[src/hdl/pdd_pkg.sv]
`default_nettype none
package pdd_pkg;

   localparam int unsigned NowWidth      = 32;
   localparam int unsigned DebounceWidth = 10;
   localparam int unsigned GapWidth      = 13;
   localparam int unsigned CountWidth    = 4;
   localparam int unsigned EventWidth    = 2;
   localparam int unsigned CsrIndexWidth = 1;
   localparam int unsigned CsrDataWidth  = GapWidth;

   localparam logic [CountWidth-1:0] DigitLast = CountWidth'(9);

   localparam logic [DebounceWidth-1:0] DebounceReset = DebounceWidth'(10);
   localparam logic [GapWidth-1:0]      GapReset      = GapWidth'(300);

   localparam logic [EventWidth-1:0] EV_NONE  = 2'd0;
   localparam logic [EventWidth-1:0] EV_MAYBE = 2'd1;
   localparam logic [EventWidth-1:0] EV_START = 2'd2;
   localparam logic [EventWidth-1:0] EV_DIGIT = 2'd3;

   localparam logic KIND_SAMPLE  = 1'b0;
   localparam logic KIND_RESTART = 1'b1;

   localparam logic [CsrIndexWidth-1:0] CSR_DEBOUNCE = 1'd0;
   localparam logic [CsrIndexWidth-1:0] CSR_GAP      = 1'd1;

   typedef struct packed {
      logic                kind;
      logic                hook_level;
      logic [NowWidth-1:0] now_ms;
   } req_word_type;

   typedef struct packed {
      logic [EventWidth-1:0] event_code;
      logic [CountWidth-1:0] digit;
   } rsp_word_type;

   typedef struct packed {
      logic [DebounceWidth-1:0] debounce_min_ms;
      logic [GapWidth-1:0]      digit_gap_ms;
   } cfg_type;

endpackage
`default_nettype wire

[src/hdl/pdd_in_reg.sv]
`default_nettype none
module pdd_in_reg (
   input  wire logic                  clock,
   input  wire logic                  reset,
   input  wire logic                  req_valid,
   output logic                       req_ready,
   input  wire pdd_pkg::req_word_type req_word,
   input  wire logic                  advance,
   output logic                       held_valid,
   output pdd_pkg::req_word_type      held_word
);

   logic                  valid_ff;
   logic                  valid_in;
   pdd_pkg::req_word_type word_ff;

   assign req_ready  = !valid_ff || advance;
   assign valid_in   = (req_valid && req_ready) || (valid_ff && !advance);
   assign held_valid = valid_ff;
   assign held_word  = word_ff;

   always_ff @(posedge clock) begin
      if (reset) begin
         valid_ff <= 1'b0;
      end else begin
         valid_ff <= valid_in;
      end
   end

   // load a new word whenever the slot frees
   always_ff @(posedge clock) begin
      if (req_valid && req_ready) begin
         word_ff <= req_word;
      end
   end

endmodule
`default_nettype wire

[src/hdl/pdd_core.sv]
`default_nettype none
module pdd_core (
   input  wire logic                  clock,
   input  wire logic                  reset,
   input  wire logic                  advance,
   input  wire pdd_pkg::req_word_type word,
   input  wire pdd_pkg::cfg_type      cfg,
   output pdd_pkg::rsp_word_type      result
);

   logic                              accepted_ff, accepted_in;
   logic                              last_raw_ff, last_raw_in;
   logic [pdd_pkg::NowWidth-1:0]      debounce_stamp_ff, debounce_stamp_in;
   logic [pdd_pkg::NowWidth-1:0]      edge_stamp_ff, edge_stamp_in;
   logic                              armed_ff, armed_in;
   logic                              dialing_ff, dialing_in;
   logic                              pulse_ff, pulse_in;
   logic [pdd_pkg::CountWidth-1:0]    count_ff, count_in;
   logic [pdd_pkg::NowWidth-1:0]      held_time;
   logic [pdd_pkg::NowWidth-1:0]      gap;
   logic                              unstable;
   logic                              gap_over;
   logic                              lvl;

   assign lvl       = word.hook_level;
   assign held_time = word.now_ms - debounce_stamp_ff;
   assign unstable  = held_time < pdd_pkg::NowWidth'(cfg.debounce_min_ms);
   assign gap       = (edge_stamp_ff != '0) ? (word.now_ms - edge_stamp_ff) : '0;
   assign gap_over  = gap > pdd_pkg::NowWidth'(cfg.digit_gap_ms);

   always_comb begin
      accepted_in       = accepted_ff;
      last_raw_in       = last_raw_ff;
      debounce_stamp_in = debounce_stamp_ff;
      edge_stamp_in     = edge_stamp_ff;
      armed_in          = armed_ff;
      dialing_in        = dialing_ff;
      pulse_in          = pulse_ff;
      count_in          = count_ff;
      result.event_code = pdd_pkg::EV_NONE;
      result.digit      = '0;
      if (word.kind == pdd_pkg::KIND_RESTART) begin
         armed_in          = 1'b0;
         dialing_in        = 1'b0;
         pulse_in          = 1'b0;
         count_in          = '0;
         edge_stamp_in     = '0;
         debounce_stamp_in = word.now_ms;
      end else if (lvl != last_raw_ff) begin
         last_raw_in       = lvl;
         debounce_stamp_in = word.now_ms;
         if (!lvl && !armed_ff) begin
            armed_in          = 1'b1;
            result.event_code = pdd_pkg::EV_MAYBE;
         end
      end else if (unstable) begin
         accepted_in = accepted_ff;
      end else if (lvl && accepted_ff && !gap_over) begin
         accepted_in = accepted_ff;
      end else if (!lvl && !accepted_ff) begin
         accepted_in = accepted_ff;
      end else begin
         accepted_in = lvl;
         if (!lvl && !pulse_ff) begin
            pulse_in      = 1'b1;
            edge_stamp_in = word.now_ms;
         end else if (lvl && pulse_ff) begin
            pulse_in      = 1'b0;
            count_in      = (count_ff == pdd_pkg::DigitLast) ? '0 : count_ff + 1'b1;
            edge_stamp_in = word.now_ms;
            if (!dialing_ff) begin
               dialing_in        = 1'b1;
               result.event_code = pdd_pkg::EV_START;
            end
         end else if (lvl && !pulse_ff && gap_over) begin
            result.event_code = pdd_pkg::EV_DIGIT;
            result.digit      = count_ff;
            count_in          = '0;
            edge_stamp_in     = '0;
         end
      end
   end

   always_ff @(posedge clock) begin
      if (reset) begin
         accepted_ff       <= 1'b1;
         last_raw_ff       <= 1'b1;
         debounce_stamp_ff <= '0;
         edge_stamp_ff     <= '0;
         armed_ff          <= 1'b0;
         dialing_ff        <= 1'b0;
         pulse_ff          <= 1'b0;
         count_ff          <= '0;
      end else if (advance) begin
         accepted_ff       <= accepted_in;
         last_raw_ff       <= last_raw_in;
         debounce_stamp_ff <= debounce_stamp_in;
         edge_stamp_ff     <= edge_stamp_in;
         armed_ff          <= armed_in;
         dialing_ff        <= dialing_in;
         pulse_ff          <= pulse_in;
         count_ff          <= count_in;
      end
   end

endmodule
`default_nettype wire

[src/hdl/pdd_out_reg.sv]
`default_nettype none
module pdd_out_reg (
   input  wire logic                  clock,
   input  wire logic                  reset,
   input  wire logic                  load_valid,
   output logic                       load_ready,
   input  wire pdd_pkg::rsp_word_type load_word,
   output logic                       rsp_valid,
   input  wire logic                  rsp_ready,
   output pdd_pkg::rsp_word_type      rsp_word
);

   logic                  valid_ff;
   logic                  valid_in;
   pdd_pkg::rsp_word_type word_ff;

   assign load_ready = !valid_ff || rsp_ready;
   assign valid_in   = (load_valid && load_ready) || (valid_ff && !rsp_ready);
   assign rsp_valid  = valid_ff;
   assign rsp_word   = word_ff;

   always_ff @(posedge clock) begin
      if (reset) begin
         valid_ff <= 1'b0;
      end else begin
         valid_ff <= valid_in;
      end
   end

   always_ff @(posedge clock) begin
      if (load_valid && load_ready) begin
         word_ff <= load_word;
      end
   end

endmodule
`default_nettype wire

[src/hdl/pulse_dial_digit_decoder.sv]
// A word accepted on req passes the input register, then the result register, on its way to rsp.
// Throughput: one word per cycle unless rsp stalls; a single decode pass between the two registers.
// Backpressure on rsp reaches req_ready in the same cycle.
// Reset: synchronous, active high; clears both stages, the decoder state and the two
// settings to their defaults (debounce 10 ms, digit gap 300 ms).
`default_nettype none
module pulse_dial_digit_decoder (
   input  wire logic                                clock,
   input  wire logic                                reset,
   input  wire logic                                req_valid,
   output logic                                     req_ready,
   input  wire pdd_pkg::req_word_type               req_word,
   output logic                                     rsp_valid,
   input  wire logic                                rsp_ready,
   output pdd_pkg::rsp_word_type                    rsp_word,
   input  wire logic                                csr_valid,
   output logic                                     csr_ready,
   input  wire logic [pdd_pkg::CsrIndexWidth-1:0]   csr_index,
   input  wire logic [pdd_pkg::CsrDataWidth-1:0]    csr_data
);

   pdd_pkg::cfg_type      cfg_ff;
   pdd_pkg::req_word_type held_word;
   pdd_pkg::rsp_word_type result;
   logic                  held_valid;
   logic                  load_ready;
   logic                  advance;

   assign csr_ready = 1'b1;
   assign advance   = held_valid && load_ready;

   always_ff @(posedge clock) begin
      if (reset) begin
         cfg_ff.debounce_min_ms <= pdd_pkg::DebounceReset;
         cfg_ff.digit_gap_ms    <= pdd_pkg::GapReset;
      end else if (csr_valid && csr_ready) begin
         case (csr_index)
            pdd_pkg::CSR_DEBOUNCE: begin
               cfg_ff.debounce_min_ms <= csr_data[pdd_pkg::DebounceWidth-1:0];
            end
            pdd_pkg::CSR_GAP: begin
               cfg_ff.digit_gap_ms <= csr_data;
            end
            default: begin
               cfg_ff <= cfg_ff;
            end
         endcase
      end
   end

   pdd_in_reg u_in_reg (
      .clock      (clock),
      .reset      (reset),
      .req_valid  (req_valid),
      .req_ready  (req_ready),
      .req_word   (req_word),
      .advance    (advance),
      .held_valid (held_valid),
      .held_word  (held_word)
   );

   pdd_core u_core (
      .clock   (clock),
      .reset   (reset),
      .advance (advance),
      .word    (held_word),
      .cfg     (cfg_ff),
      .result  (result)
   );

   pdd_out_reg u_out_reg (
      .clock      (clock),
      .reset      (reset),
      .load_valid (held_valid),
      .load_ready (load_ready),
      .load_word  (result),
      .rsp_valid  (rsp_valid),
      .rsp_ready  (rsp_ready),
      .rsp_word   (rsp_word)
   );

endmodule
`default_nettype wire

[config.mk]
export PLATFORM = sky130hd
export DESIGN_NAME = pulse_dial_digit_decoder
export DESIGN_NICKNAME = d
export VERILOG_FILES = /design/src/hdl/pdd_pkg.sv /design/src/hdl/pdd_in_reg.sv /design/src/hdl/pdd_core.sv /design/src/hdl/pdd_out_reg.sv /design/src/hdl/pulse_dial_digit_decoder.sv
export SDC_FILE = /design/constraint.sdc
export NUM_CORES = 1
export LEC_CHECK = 0
export ABC_AREA = 1
export BUFFER_PORTS_ARGS = -buffer_cell sky130_fd_sc_hd__clkbuf_2
export CORE_MARGIN = 4
export CORE_UTILIZATION = 40
export CTS_CLUSTER_DIAMETER = 150
export DETAILED_ROUTE_END_ITERATION = 10
export PLACE_DENSITY_LB_ADDON = 0.25
export SYNTH_ARGS = -nofsm -noshare
export SYNTH_HDL_FRONTEND = slang
export SYNTH_HIERARCHICAL = 1
export SYNTH_SLANG_ARGS = --single-unit
[constraint.sdc]
create_clock -name clock -period 9.61 [get_ports clock]
set_input_delay 1.922 -clock clock [delete_from_list [all_inputs] [get_ports clock]]
set_output_delay 1.922 -clock clock [all_outputs]
set_load 0.02 [all_outputs]
* After elaboration in Yosys (flattened, before gate mapping)
Index checks and enable logic that the tools add are counted.
** Cells by class
- Shift-type cells :: 0
- $add $sub $neg :: 3
- Div/mod/pow operators :: 0
- Eq/ne operators :: 7
- Muxes and demuxes :: 47
- Reduce and logical (&&, ||, !) cells :: 43
- Magnitude comparators :: 2
- Bitwise operators :: 7
- Multiply operators :: 0
** Operators with widths (number)
- $mux W32 :: 11
- $sub A32 B32 Y32 :: 2
- $mux W4 :: 10
- $gt A32 B13 Y1 :: 1
- $lt A32 B10 Y1 :: 1
- $reduce_bool A32 Y1 :: 1
- $mux W6 :: 5
- $mux W1 :: 18
- $reduce_and A6 Y1 :: 3
- $reduce_and A7 Y1 :: 2
- $logic_and A1 B1 Y1 :: 12
- $ne A2 B2 Y1 const B :: 5
- $logic_not A1 Y1 :: 9
- $reduce_or A8 Y1 :: 1
- $not A1 Y1 :: 7
- $mux W2 :: 3
- $reduce_and A2 Y1 :: 3
- $reduce_and A3 Y1 :: 2
- $reduce_bool A2 Y1 :: 3
- $reduce_bool A3 Y1 :: 2
- $add A4 B1 Y4 const B :: 1
- $eq A4 B4 Y1 const B :: 1
- $logic_or A1 B1 Y1 :: 4
- $reduce_bool A4 Y1 :: 1
- $ne A1 B1 Y1 :: 1
** Word-level totals
- Logic and storage cells :: 126
- Output and inout bits :: 9
- Latch bits :: 0
- Input bits :: 53
- Bits in read-only memories :: 0
- Memories :: 0
- Memory bits (writable) :: 0
- Flip-flop bits (word level) :: 138

* Longest topological paths before layout
Gate-level depths: netlist (run 1).
- Word-level depth :: 12
- Gate-level depth with buffers :: 29
- Depth with buffers taken out :: 28

* By module
Netlist (run 1), hierarchy kept.
** By module, submodules not included
- pdd_core :: cells an instance 1650, area each 9022.4 um2, instances 1, sequential area each 1461.4 um2
- pdd_in_reg :: cells an instance 40, area each 1068.5 um2, instances 1, sequential area each 1041.0 um2
- pulse_dial_digit_decoder :: cells an instance 125, area each 890.9 um2, instances 1, sequential area each 460.4 um2
- pdd_out_reg :: cells an instance 12, area each 227.7 um2, instances 1, sequential area each 200.2 um2

* Worst setup path before layout (run 1)
Ideal clock, no wire load.
- Path type :: input-to-reg
- Start point :: in rsp_ready
- End point :: reg u_in_reg.word_ff, in the netlist u_in_reg/held_word[0] (enable)
- Cell stages on the path :: 6
- Slack :: 5284 ps
- Arrival :: 3889 ps
- Setup time :: 436 ps
- Buffers on the path :: 0
- Required time :: 9174 ps
- Path through :: inv_2 > nand2_2 > nand2_1 > inv_1 > inv_2 > a21oi_1
** Between the ends
- Longest elaborated chain between the ends :: 4
** Ends and longest elaborated chain
- from (decl) :: line pulse_dial_digit_decoder.sv:14 : input wire logic rsp_ready,
- $logic_or A1 B1 Y1 :: line pdd_out_reg.sv:17 : assign load_ready = !valid_ff || rsp_ready;
- via load_ready :: line pulse_dial_digit_decoder.sv:26 : logic load_ready;
- $logic_and A1 B1 Y1 :: line pulse_dial_digit_decoder.sv:30 : assign advance = held_valid && load_ready;
- via advance :: line pulse_dial_digit_decoder.sv:27 : logic advance;
- $logic_or A1 B1 Y1 :: line pdd_in_reg.sv:17 : assign req_ready = !valid_ff || advance;
- $logic_and A1 B1 Y1 :: line pdd_in_reg.sv:32 : if (req_valid && req_ready) begin
- to (signal assigned) :: line pdd_in_reg.sv:33 : word_ff <= req_word;
- to (decl) :: line pdd_in_reg.sv:15 : pdd_pkg::req_word_type word_ff;
The timed path passes the listed nets, and every way through them passes these cells.
A chain may end at the register's enable or synchronous reset.

* Final worst setup path (run 1)
- Start point :: in rsp_ready
- End point :: out req_ready
** Between the ends
- Longest elaborated chain between the ends :: 3
** Ends and longest elaborated chain
- $logic_or A1 B1 Y1 :: line pdd_out_reg.sv:17
- via load_ready :: line pulse_dial_digit_decoder.sv:26
- $logic_and A1 B1 Y1 :: line pulse_dial_digit_decoder.sv:30
- via advance :: line pulse_dial_digit_decoder.sv:27
- $logic_or A1 B1 Y1 :: line pdd_in_reg.sv:17
- to (decl) :: line pulse_dial_digit_decoder.sv:11 : output logic req_ready,
The timed path passes the listed nets, and every way through them passes these cells.

==> results_tabular.tex, run 1 <==
\begin{tabular}{lr}
\hline
Metric & Value \\
\hline
\multicolumn{2}{l}{\textbf{Worst setup path}} \\
Startpoint class of the critical path & input port \\
Worst setup path category & in -> out \\
Cell type of the slowest stage on the worst timing path & sky130\_fd\_sc\_hd\_\_inv\_1 \\
Cell family with most CP delay & buffers and inverters \\
Critical-path maximum fanout & 5 \\
Arrival time of the worst setup path & $\sim$2.7 ns \\
Worst Path Buf+Inv & 5 \\
Cell chain of the critical path & clkbuf\_2 > inv\_2 > nand2\_2 > nand2\_1 > inv\_1 > inv\_2 > nand2\_2 > clkbuf\_2 \\
Critical path endpoint category & primary output \\
Maximum single-stage delay on the critical path & 0.18 ns \\
Required time worst endpoint & slightly below 8 ns \\
\multicolumn{2}{l}{\textbf{Run}} \\
Max-cap check violation count & 0 \\
\multicolumn{2}{l}{\textbf{Cells and area}} \\
Multi-input gate area & roughly 6600 sq um \\
Highest-count cells in the layout ignoring fill and taps & 579 x sky130\_fd\_sc\_hd\_\_nand2\_1, 336 x sky130\_fd\_sc\_hd\_\_inv\_1, 215 x sky130\_fd\_sc\_hd\_\_nor2\_1 \\
Fill cells & roughly 3,000 \\
Synth-to-layout area growth & 10.86\% \\
Nets@finish & $\sim$2,000 \\
Share of the core filled with cells in the final layout & 0.4485 \\
Sequential standard cell area & between 3000 and 4000 sq um \\
Most common library cell in the layout ignoring fill and taps & sky130\_fd\_sc\_hd\_\_nand2\_1 \\
Diode insertion count for antenna repair & 0 \\
Fraction of layout cells with a size suffix above 1 & 0.07843 \\
\multicolumn{2}{l}{\textbf{Logic synthesis}} \\
Sequential cell area fraction in the yosys report & 0.2822 \\
Synthesized instance count & 1,827 \\
Cell taking the most area after synthesis & sky130\_fd\_sc\_hd\_\_nand2\_1 \\
Per-instance average area after synthesis & around 6.1 sq um \\
Post-synth EDFFs & 40 \\
Number of warnings printed during yosys synthesis & 6 \\
Cell types occupying the most area after synthesis & sky130\_fd\_sc\_hd\_\_nand2\_1 19\%, sky130\_fd\_sc\_hd\_\_dfxtp\_1 18\%, sky130\_fd\_sc\_hd\_\_inv\_1 11\% \\
Post-Syn Area & approximately 11,000 sq um \\
Post-Syn Nets & a little under 2,000 \\
Share of the synthesized area in the top cell type & 0.1939 \\
Count of state elements after synthesis & between 100 and 150 \\
Count of different cell masters after synthesis & 42 \\
Async S/R FF share, synth & 0 \\
Post-synth top flop & sky130\_fd\_sc\_hd\_\_dfxtp\_1 \\
\multicolumn{2}{l}{\textbf{Clocking}} \\
Clock latency on the worst-skew pair & between 0.4 and 0.5 ns \\
Clk slew on worst S/H paths & $\sim$0.06 ns \\
Max Buffers Root-to-Sink & 2 \\
Clock tree root buffer cell & sky130\_fd\_sc\_hd\_\_clkbuf\_16 \\
Number of hold buffers added after CTS & 0 \\
CTS tree & built \\
CTS resizes & 0 \\
Cts bufs inserted & 17 \\
Sink Count & between 100 and 150 \\
Maximum level of the CTS H-tree & 4 \\
Post-CTS Setup Inserts & 0 \\
\multicolumn{2}{l}{\textbf{STA}} \\
Number of failing hold endpoints at the final stage & 0 \\
Maximum operating frequency & 218.7 MHz \\
Tmin final & about 4.6 ns \\
Setup repair after global routing missed its margin & no \\
Worst relative slew slack & 0.4938 \\
Final Slew Violations & 0 \\
Post-route clock period utilization & 0.4758 \\
Final setup violation count & 0 \\
Actual slew at the worst max-slew pin & around 0.76 ns \\
Setup TNS & 0 ns \\
Final Skew & 0.01133 ns \\
\multicolumn{2}{l}{\textbf{Route}} \\
DR DRC count & 0 \\
Top layer reached by signal wires & met4 \\
Length of routed met2 wiring & about 15,000 um \\
Total vias in the final route & around 11,000 \\
Post-detailed-route via-to-cell ratio & 4.889 \\
Post-Route WL & $\sim$32,000 um \\
Wire length on met3 & around 1300 um \\
Per-cell routed wire length & 14.19 um \\
Drt pass-1 iters & 5 \\
First-iteration detailed-routing DRC count & 750 \\
Post-Route M1 WL & 15,080 um \\
Antenna Violating Nets Remaining & 0 \\
\multicolumn{2}{l}{\textbf{GRT}} \\
Global router's overall resource usage & 0.2067 \\
Initial antenna violation count & 0 \\
Via count of the first global-routing pass & between 10,000 and 15,000 \\
Total congestion overflow after global routing & 0 \\
Global-route wire length before repair & 51,780 um \\
Largest net degree at the start of global routing & 71 \\
\multicolumn{2}{l}{\textbf{Floorplan}} \\
Initial cell density of the core & 0.4046 \\
Row cnt & 61 \\
Chip Width & roughly 180 um \\
I/O pins & between 60 and 70 \\
Area of the die & about 31,000 sq um \\
Height of the die & 175.4 um \\
CORE AREA & approximately 28,000 sq um \\
\multicolumn{2}{l}{\textbf{Power}} \\
Power share of the sequential group & 0.337 \\
Share of total power consumed by net switching & 0.3767 \\
Power Dens Cells & approximately 170 nW/um\^{}2 \\
Internal power contribution & approximately 1.3 mW \\
VDD IR-drop max & between 100 and 150 uV \\
Share of total power in the clock network & 0.309 \\
Leak & about 6.4 nW \\
Comb power frac & 0.354 \\
NetSw & 0.7729 mW \\
\multicolumn{2}{l}{\textbf{Status}} \\
Result of the run & completed \\
\multicolumn{2}{l}{\textbf{Hold path}} \\
Worst hold path class & reg -> reg \\
\multicolumn{2}{l}{\textbf{Placement}} \\
Total half-perimeter wirelength after legalization and detailed placement & 26,160 um \\
Port-buffer cells & 60 \\
Weighted congestion at the end of routability-driven global placement & around 0.94 \\
\hline
\end{tabular}
kinds of logic (layout without fill, tap and decap cells):
kind of cell | Yosys count | in the layout | share of synthesized area
and+or+nand+nor | 1017 | 1017 | 0.3835
buffers and inverters | 389 | 449 | 0.1358
AOI/OAI and AO/OA | 176 | 176 | 0.08450
DFF | 138 | 138 | 0.2822
adders and majority gates | 88 | 88 | 0.09956
xor gates and xnor gates | 18 | 18 | 0.01406
other | 1 | 1 | 0.0003345
power groups by stage:
| stage | logic (mW) | clock network, mW | registers, mW |
|---|---|---|---|
| global placement | 0.713 | 0 | 0.701 |
| detailed placement | 0.720 | 0 | 0.702 |
| CTS | 0.725 | 0.645 | 0.690 |
| floorplan | 0.552 | 0 | 0.687 |
| finish | 0.726 | 0.634 | 0.691 |
| global route | 0.834 | 0.670 | 0.696 |
registers in the layout, indices dropped and copies added, names as in the netlist:
register and count:
u_in_reg/held_word 34, u_core/debounce_stamp_ff 32, u_core/edge_stamp_ff 32, cfg_ff 23, u_out_reg/rsp_word 6, u_core/count_ff 4, u_core/accepted_ff 1, u_core/armed_ff 1
u_core/dialing_ff 1, u_core/last_raw_ff 1, u_core/pulse_ff 1, u_in_reg/held_valid 1, u_out_reg/rsp_valid 1
metal layers:
layer,track usage,up-vias
li1,-,5804
met1,0.2799,4975
met2,0.3418,236
met3,0.02368,58
met4,0.07463,0
met5,0,-
worst paths after layout:
path | cells past startpoint | start | end | slack [ns]
setup / recovery | 8 | rsp_ready | req_ready | 5.04
hold / removal | 2 | u_core/debounce_stamp_ff[13]$_SDFFE_PP0P_ | u_core/debounce_stamp_ff[13]$_SDFFE_PP0P_ | 0.46
setup reg to reg | 29 | u_in_reg/held_word[0]$_DFFE_PP_ | u_core/edge_stamp_ff[0]$_SDFFE_PP0P_ | 5.09
hold reg to reg | 2 | u_core/debounce_stamp_ff[13]$_SDFFE_PP0P_ | u_core/debounce_stamp_ff[13]$_SDFFE_PP0P_ | 0.46
per-stage QoR:
step                      setup WS (ns)  std cells  hold WS [ns]  total power, mW  area (sq um)
after floorplan                   5.284       1827        0.4289            1.239         11210
after global placement            5.046       2233        0.4422            1.414         11850
after detailed placement          5.034       2233        0.4512            1.422         11850
after CTS                         5.030       2265        0.4604            2.061         12430
after global routing              4.589       2265        0.4804            2.200         12430
final                             5.038       2265        0.4567            2.052         12430
cell usage after synthesis, drive strengths merged (2+ instances only):
master    n
ha       86
o21ai    59
fa        2
nand3b   13
o21bai   11
or2       5
a31oi     2
buf      18
nor2    228
a21oi    97
nand3    98
and2      5
nand2   589
nor4      8
nor3     12
dfxtp    98
o211ai    4
xor2     10
clkbuf   19
nand4    58
inv     347
clkinv    5
edfxtp   40
xnor2     8
tightest hold or removal path, delay by kind of cell (launching register included):
kind / cells / cell delay (ns)
AO/OA/AOI/OAI: 1 / 0.06
flip-flops: 1 / 0.29
buffers and inverters: 1 / 0.06
layout make-up:
cell class,count,share of cell area
timing repair buffer,65,0.02718
clock inverter,10,0.006545
multi-input combinational,1300,0.5271
sequential,138,0.2545
clock buffer,22,0.04027
inverter,352,0.1063
tap,378,0.03806
(Power assumes the default switching activity.)
==> run 2, diff against run 1 <==
--- a/config.mk
+++ b/config.mk
@@ -5,7 +5,7 @@
 export SDC_FILE = /design/constraint.sdc
 export NUM_CORES = 1
 export LEC_CHECK = 0
-export ABC_AREA = 1
+export ABC_AREA = 0
 export BUFFER_PORTS_ARGS = -buffer_cell sky130_fd_sc_hd__clkbuf_2
 export CORE_MARGIN = 4
 export CORE_UTILIZATION = 40
==> constraint.sdc (replaced) <==
create_clock -name clock -period 4.18 [get_ports clock]
set_input_delay 0.836 -clock clock [delete_from_list [all_inputs] [get_ports clock]]
set_output_delay 0.836 -clock clock [all_outputs]
set_load 0.02 [all_outputs]
==> results_tabular.tex, run 2 <==
\begin{tabular}{lr}
\hline
Metric & Value \\
\hline
\multicolumn{2}{l}{\textbf{Status}} \\
Result of the run & complete, but fails checks \\
Violated checks & setup timing \\
\multicolumn{2}{l}{\textbf{Logic synthesis}} \\
Post-Syn Nets & 1,323 (-33\%) \\
Post-synth top flop & sky130\_fd\_sc\_hd\_\_dfxtp\_1 \\
Post-Syn Area & 9839 sq um (-12\%) \\
Cell taking the most area after synthesis & sky130\_fd\_sc\_hd\_\_dfxtp\_1 \\
Top cells by count, synth & 137 x sky130\_fd\_sc\_hd\_\_nand2\_1, 118 x sky130\_fd\_sc\_hd\_\_a21oi\_1, 107 x sky130\_fd\_sc\_hd\_\_inv\_1 \\
Cell types occupying the most area after synthesis & sky130\_fd\_sc\_hd\_\_dfxtp\_1 20\%, sky130\_fd\_sc\_hd\_\_edfxtp\_1 12\%, sky130\_fd\_sc\_hd\_\_ha\_1 11\% \\
Async S/R FF share, synth & 0 (unchanged) \\
Per-instance average area after synthesis & 8.324 sq um (+36\%) \\
Leading cell type by number of instances after synthesis & sky130\_fd\_sc\_hd\_\_nand2\_1 \\
Sequential cell area fraction in the yosys report & 0.3215 (+0.03929) \\
Share of the synthesized area in the top cell type & 0.1994 (+0.005506) \\
Number of warnings printed during yosys synthesis & 6 (unchanged) \\
Synthesized instance count & 1,182 (-35\%) \\
Count of state elements after synthesis & 138 (unchanged) \\
Post-synth EDFFs & 40 (unchanged) \\
Count of different cell masters after synthesis & 84 (+100\%) \\
\multicolumn{2}{l}{\textbf{Cells and area}} \\
Fraction of layout cells with a size suffix above 1 & 0.2553 (+0.1768) \\
Most common library cell in the layout ignoring fill and taps & sky130\_fd\_sc\_hd\_\_buf\_4 \\
Synth-to-layout area growth & 29.32\% \\
Fill cells & 2,302 (-23\%) \\
Diode insertion count for antenna repair & 0 (unchanged) \\
Filler-free cell count of the finished design & 1,746 (-23\%) \\
Max reg flops & 34 (unchanged) \\
Share of the core filled with cells in the final layout & 0.5248 (+0.07623) \\
Highest-count cells in the layout ignoring fill and taps & 181 x sky130\_fd\_sc\_hd\_\_buf\_4, 136 x sky130\_fd\_sc\_hd\_\_nand2\_1, 111 x sky130\_fd\_sc\_hd\_\_a21oi\_1 \\
Multi-input gate area & 6252 sq um (-4.5\%) \\
Nets@finish & 1,550 (-23\%) \\
Sequential standard cell area & 3163 sq um (unchanged) \\
\multicolumn{2}{l}{\textbf{Placement}} \\
Port-buffer cells & 60 (unchanged) \\
Number of placed cells counting well taps & 1,683 (-25\%) \\
Weighted congestion at the end of routability-driven global placement & 0.9467 (+0.72\%) \\
Total half-perimeter wirelength after legalization and detailed placement & 21,850 um (-16\%) \\
\multicolumn{2}{l}{\textbf{Route}} \\
First-iteration detailed-routing DRC count & 644 (-14\%) \\
Antenna Violating Nets Remaining & 0 (unchanged) \\
Post-Route M1 WL & 13,450 um (-11\%) \\
Post-detailed-route via-to-cell ratio & 5.443 (+11\%) \\
Per-cell routed wire length & 16.68 um (+18\%) \\
Drt pass-1 iters & 5 (unchanged) \\
Total vias in the final route & 9,504 (-14\%) \\
Wire length on met3 & 1367 um (+5.1\%) \\
Post-Route WL & 29,130 um (-9.4\%) \\
Top layer reached by signal wires & met4 \\
DR DRC count & 0 (unchanged) \\
Length of routed met2 wiring & 13,820 um (-6.4\%) \\
\multicolumn{2}{l}{\textbf{GRT}} \\
Global router's overall resource usage & 0.2159 (+0.009145) \\
Global-route wire length before repair & 46,730 um (-9.7\%) \\
Via count of the first global-routing pass & 9,178 (-11\%) \\
Total congestion overflow after global routing & 0 (unchanged) \\
Initial antenna violation count & 1 (+1) \\
Largest net degree at the start of global routing & 59 (-17\%) \\
\multicolumn{2}{l}{\textbf{STA}} \\
Final setup violation count & 45 (+45) \\
Worst Hold Margin & 0.4540 ns (-0.002618 ns) \\
Worst setup slack after layout & -0.4723 ns (-5.510 ns) \\
Setup repair after global routing missed its margin & yes \\
Post-route clock period utilization & 1.113 \\
Worst relative slew slack & 0.4981 (+0.004256) \\
Final Skew & 0.01284 ns (+0.001510 ns) \\
Actual slew at the worst max-slew pin & 0.7521 ns (-0.005396 ns) \\
Tmin final & around 4.7 ns \\
Number of failing hold endpoints at the final stage & 0 (unchanged) \\
Maximum operating frequency & approximately 210 MHz \\
Final Slew Violations & 0 (unchanged) \\
\multicolumn{2}{l}{\textbf{Worst setup path}} \\
Critical-path maximum fanout & 7 (+2) \\
Worst setup path category & reg -> reg \\
Startpoint class of the critical path & flop \\
Worst R2R Setup Slack & -0.47 ns (-5.56 ns) \\
Critical path endpoint category & flop \\
Required time worst endpoint & 4.49 ns (-3.20 ns) \\
Arrival time of the worst setup path & 4.96 ns (+2.31 ns) \\
\multicolumn{2}{l}{\textbf{Clocking}} \\
Clk slew on worst S/H paths & 0.07 ns (about the same) \\
Clock tree root buffer cell & sky130\_fd\_sc\_hd\_\_clkbuf\_16 \\
Clock latency on the worst-skew pair & 0.42 ns (about the same) \\
Max Buffers Root-to-Sink & 2 (unchanged) \\
Number of hold buffers added after CTS & 0 (unchanged) \\
Cts bufs inserted & 17 (unchanged) \\
CTS tree & built \\
Sink Count & 138 (unchanged) \\
Maximum level of the CTS H-tree & 4 (unchanged) \\
\multicolumn{2}{l}{\textbf{Floorplan}} \\
Chip Width & 164.8 um (-6.0\%) \\
I/O pins & 62 (unchanged) \\
Area of the die & 27,170 sq um (-12\%) \\
Row cnt & 57 (-6.6\%) \\
CORE AREA & 24,250 sq um (-12\%) \\
Initial cell density of the core & 0.4058 (+0.001182) \\
Height of the die & 164.8 um (-6.0\%) \\
\multicolumn{2}{l}{\textbf{Run}} \\
Max-cap check violation count & 0 (unchanged) \\
\multicolumn{2}{l}{\textbf{Power}} \\
VDD IR-drop max & 223.7 uV (+110\%) \\
Total power of the final layout & 4.622 mW (+130\%) \\
Leak & 5.263 nW (-18\%) \\
Power Dens Cells & 363.2 nW/um\^{}2 (+120\%) \\
\multicolumn{2}{l}{\textbf{Hold path}} \\
Worst hold path class & reg -> reg \\
\hline
\end{tabular}
## run 2: changes by cell type in the layout (fill, tap and decap cells not counted), sizes merged, moves of 76 or more
cell	delta
buf	+193
inv	-241
nand2	-451
nand3	-76
nor2	-161
## run 2: layer usage
| layer | up-vias | track usage |
|---|---|---|
| met5 | - | 0 |
| met4 | 0 | 0.05633 |
| met3 | 35 | 0.03669 |
| met2 | 243 | 0.3522 |
| met1 | 4488 | 0.2968 |
| li1 | 4738 | - |
## run 2: power breakdown
| part | switching (mW) | internal [mW] |
|---|---|---|
| Sequential | 0.0548 | 1.45 |
| Clock | 0.623 | 0.871 |
| Combinational | 0.871 | 0.754 |
## run 2: timing repair
| action | in CTS | in global routing |
|---|---|---|
| buffers inserted | 22 | 5 |
| gates cloned | 4 | 0 |
| endpoints found under the setup margin | 45 | 45 |
| pin swaps | 37 | 26 |
| gates resized for setup | 50 | 10 |
## run 2: logic make-up (layout without fill, tap and decap cells)
group | Yosys count | after routing | synth area share
mux | 22 | 22 | 0.02276
flops | 138 | 138 | 0.3215
buf+inv | 160 | 399 | 0.07108
other cells | 1 | 1 | 0.0003811
simple gates | 378 | 379 | 0.1937
xor+xnor | 37 | 37 | 0.03293
compound gates | 358 | 358 | 0.2443
fa+ha+maj | 88 | 88 | 0.1134
## run 2: area by class of cell
cell class,instances,area share
Tap cell,324,0.03186
Sequential cell,138,0.2486
Timing Repair Buffer,259,0.1507
Inverter,108,0.03186
Clock buffer,19,0.03648
Multi-Input combinational cell,885,0.4913
Clock inverter,13,0.009145
## run 2: critical path: stages (launching register included)
cell and delay (ns):
sky130_fd_sc_hd__edfxtp_1 0.36, sky130_fd_sc_hd__inv_2 0.05, sky130_fd_sc_hd__ha_1 0.25, sky130_fd_sc_hd__fa_1 0.41, sky130_fd_sc_hd__and2b_1 0.29, sky130_fd_sc_hd__o2111ai_4 0.17
sky130_fd_sc_hd__buf_4 0.19, sky130_fd_sc_hd__a211oi_4 0.25, sky130_fd_sc_hd__buf_4 0.14, sky130_fd_sc_hd__o21a_1 0.18, sky130_fd_sc_hd__nor2_1 0.10, sky130_fd_sc_hd__o21a_1 0.23
sky130_fd_sc_hd__a2111oi_2 0.43, sky130_fd_sc_hd__buf_4 0.17, sky130_fd_sc_hd__and4_1 0.24, sky130_fd_sc_hd__a31oi_4 0.16, sky130_fd_sc_hd__o211ai_4 0.26, sky130_fd_sc_hd__buf_6 0.14
sky130_fd_sc_hd__buf_12 0.10, sky130_fd_sc_hd__nor3_4 0.04, sky130_fd_sc_hd__buf_6 0.17, sky130_fd_sc_hd__a22o_1 0.19
## run 2: through the flow
stage	setup slack (ns)	setup TNS, ns	area [sq um]
after floorplan	-0.06439	-1.941	9876
after global placement	-0.6779	-27.02	11570
after detailed placement	-0.8354	-32.64	11570
after CTS	-0.4113	-15.44	12630
after global routing	-0.6752	-27.07	12720
final	-0.4723	-17.78	12720
## run 2: worst paths after layout
check,startpoint,end,cells after the start
worst max-delay path,u_in_reg/held_word[0]$_DFFE_PP_,u_core/edge_stamp_ff[21]$_SDFFE_PP0P_,21
worst min-delay path,u_core/debounce_stamp_ff[27]$_SDFFE_PP0P_,u_core/debounce_stamp_ff[27]$_SDFFE_PP0P_,2
worst max register to register,u_in_reg/held_word[0]$_DFFE_PP_,u_core/edge_stamp_ff[21]$_SDFFE_PP0P_,21
worst min register to register,u_core/debounce_stamp_ff[27]$_SDFFE_PP0P_,u_core/debounce_stamp_ff[27]$_SDFFE_PP0P_,2
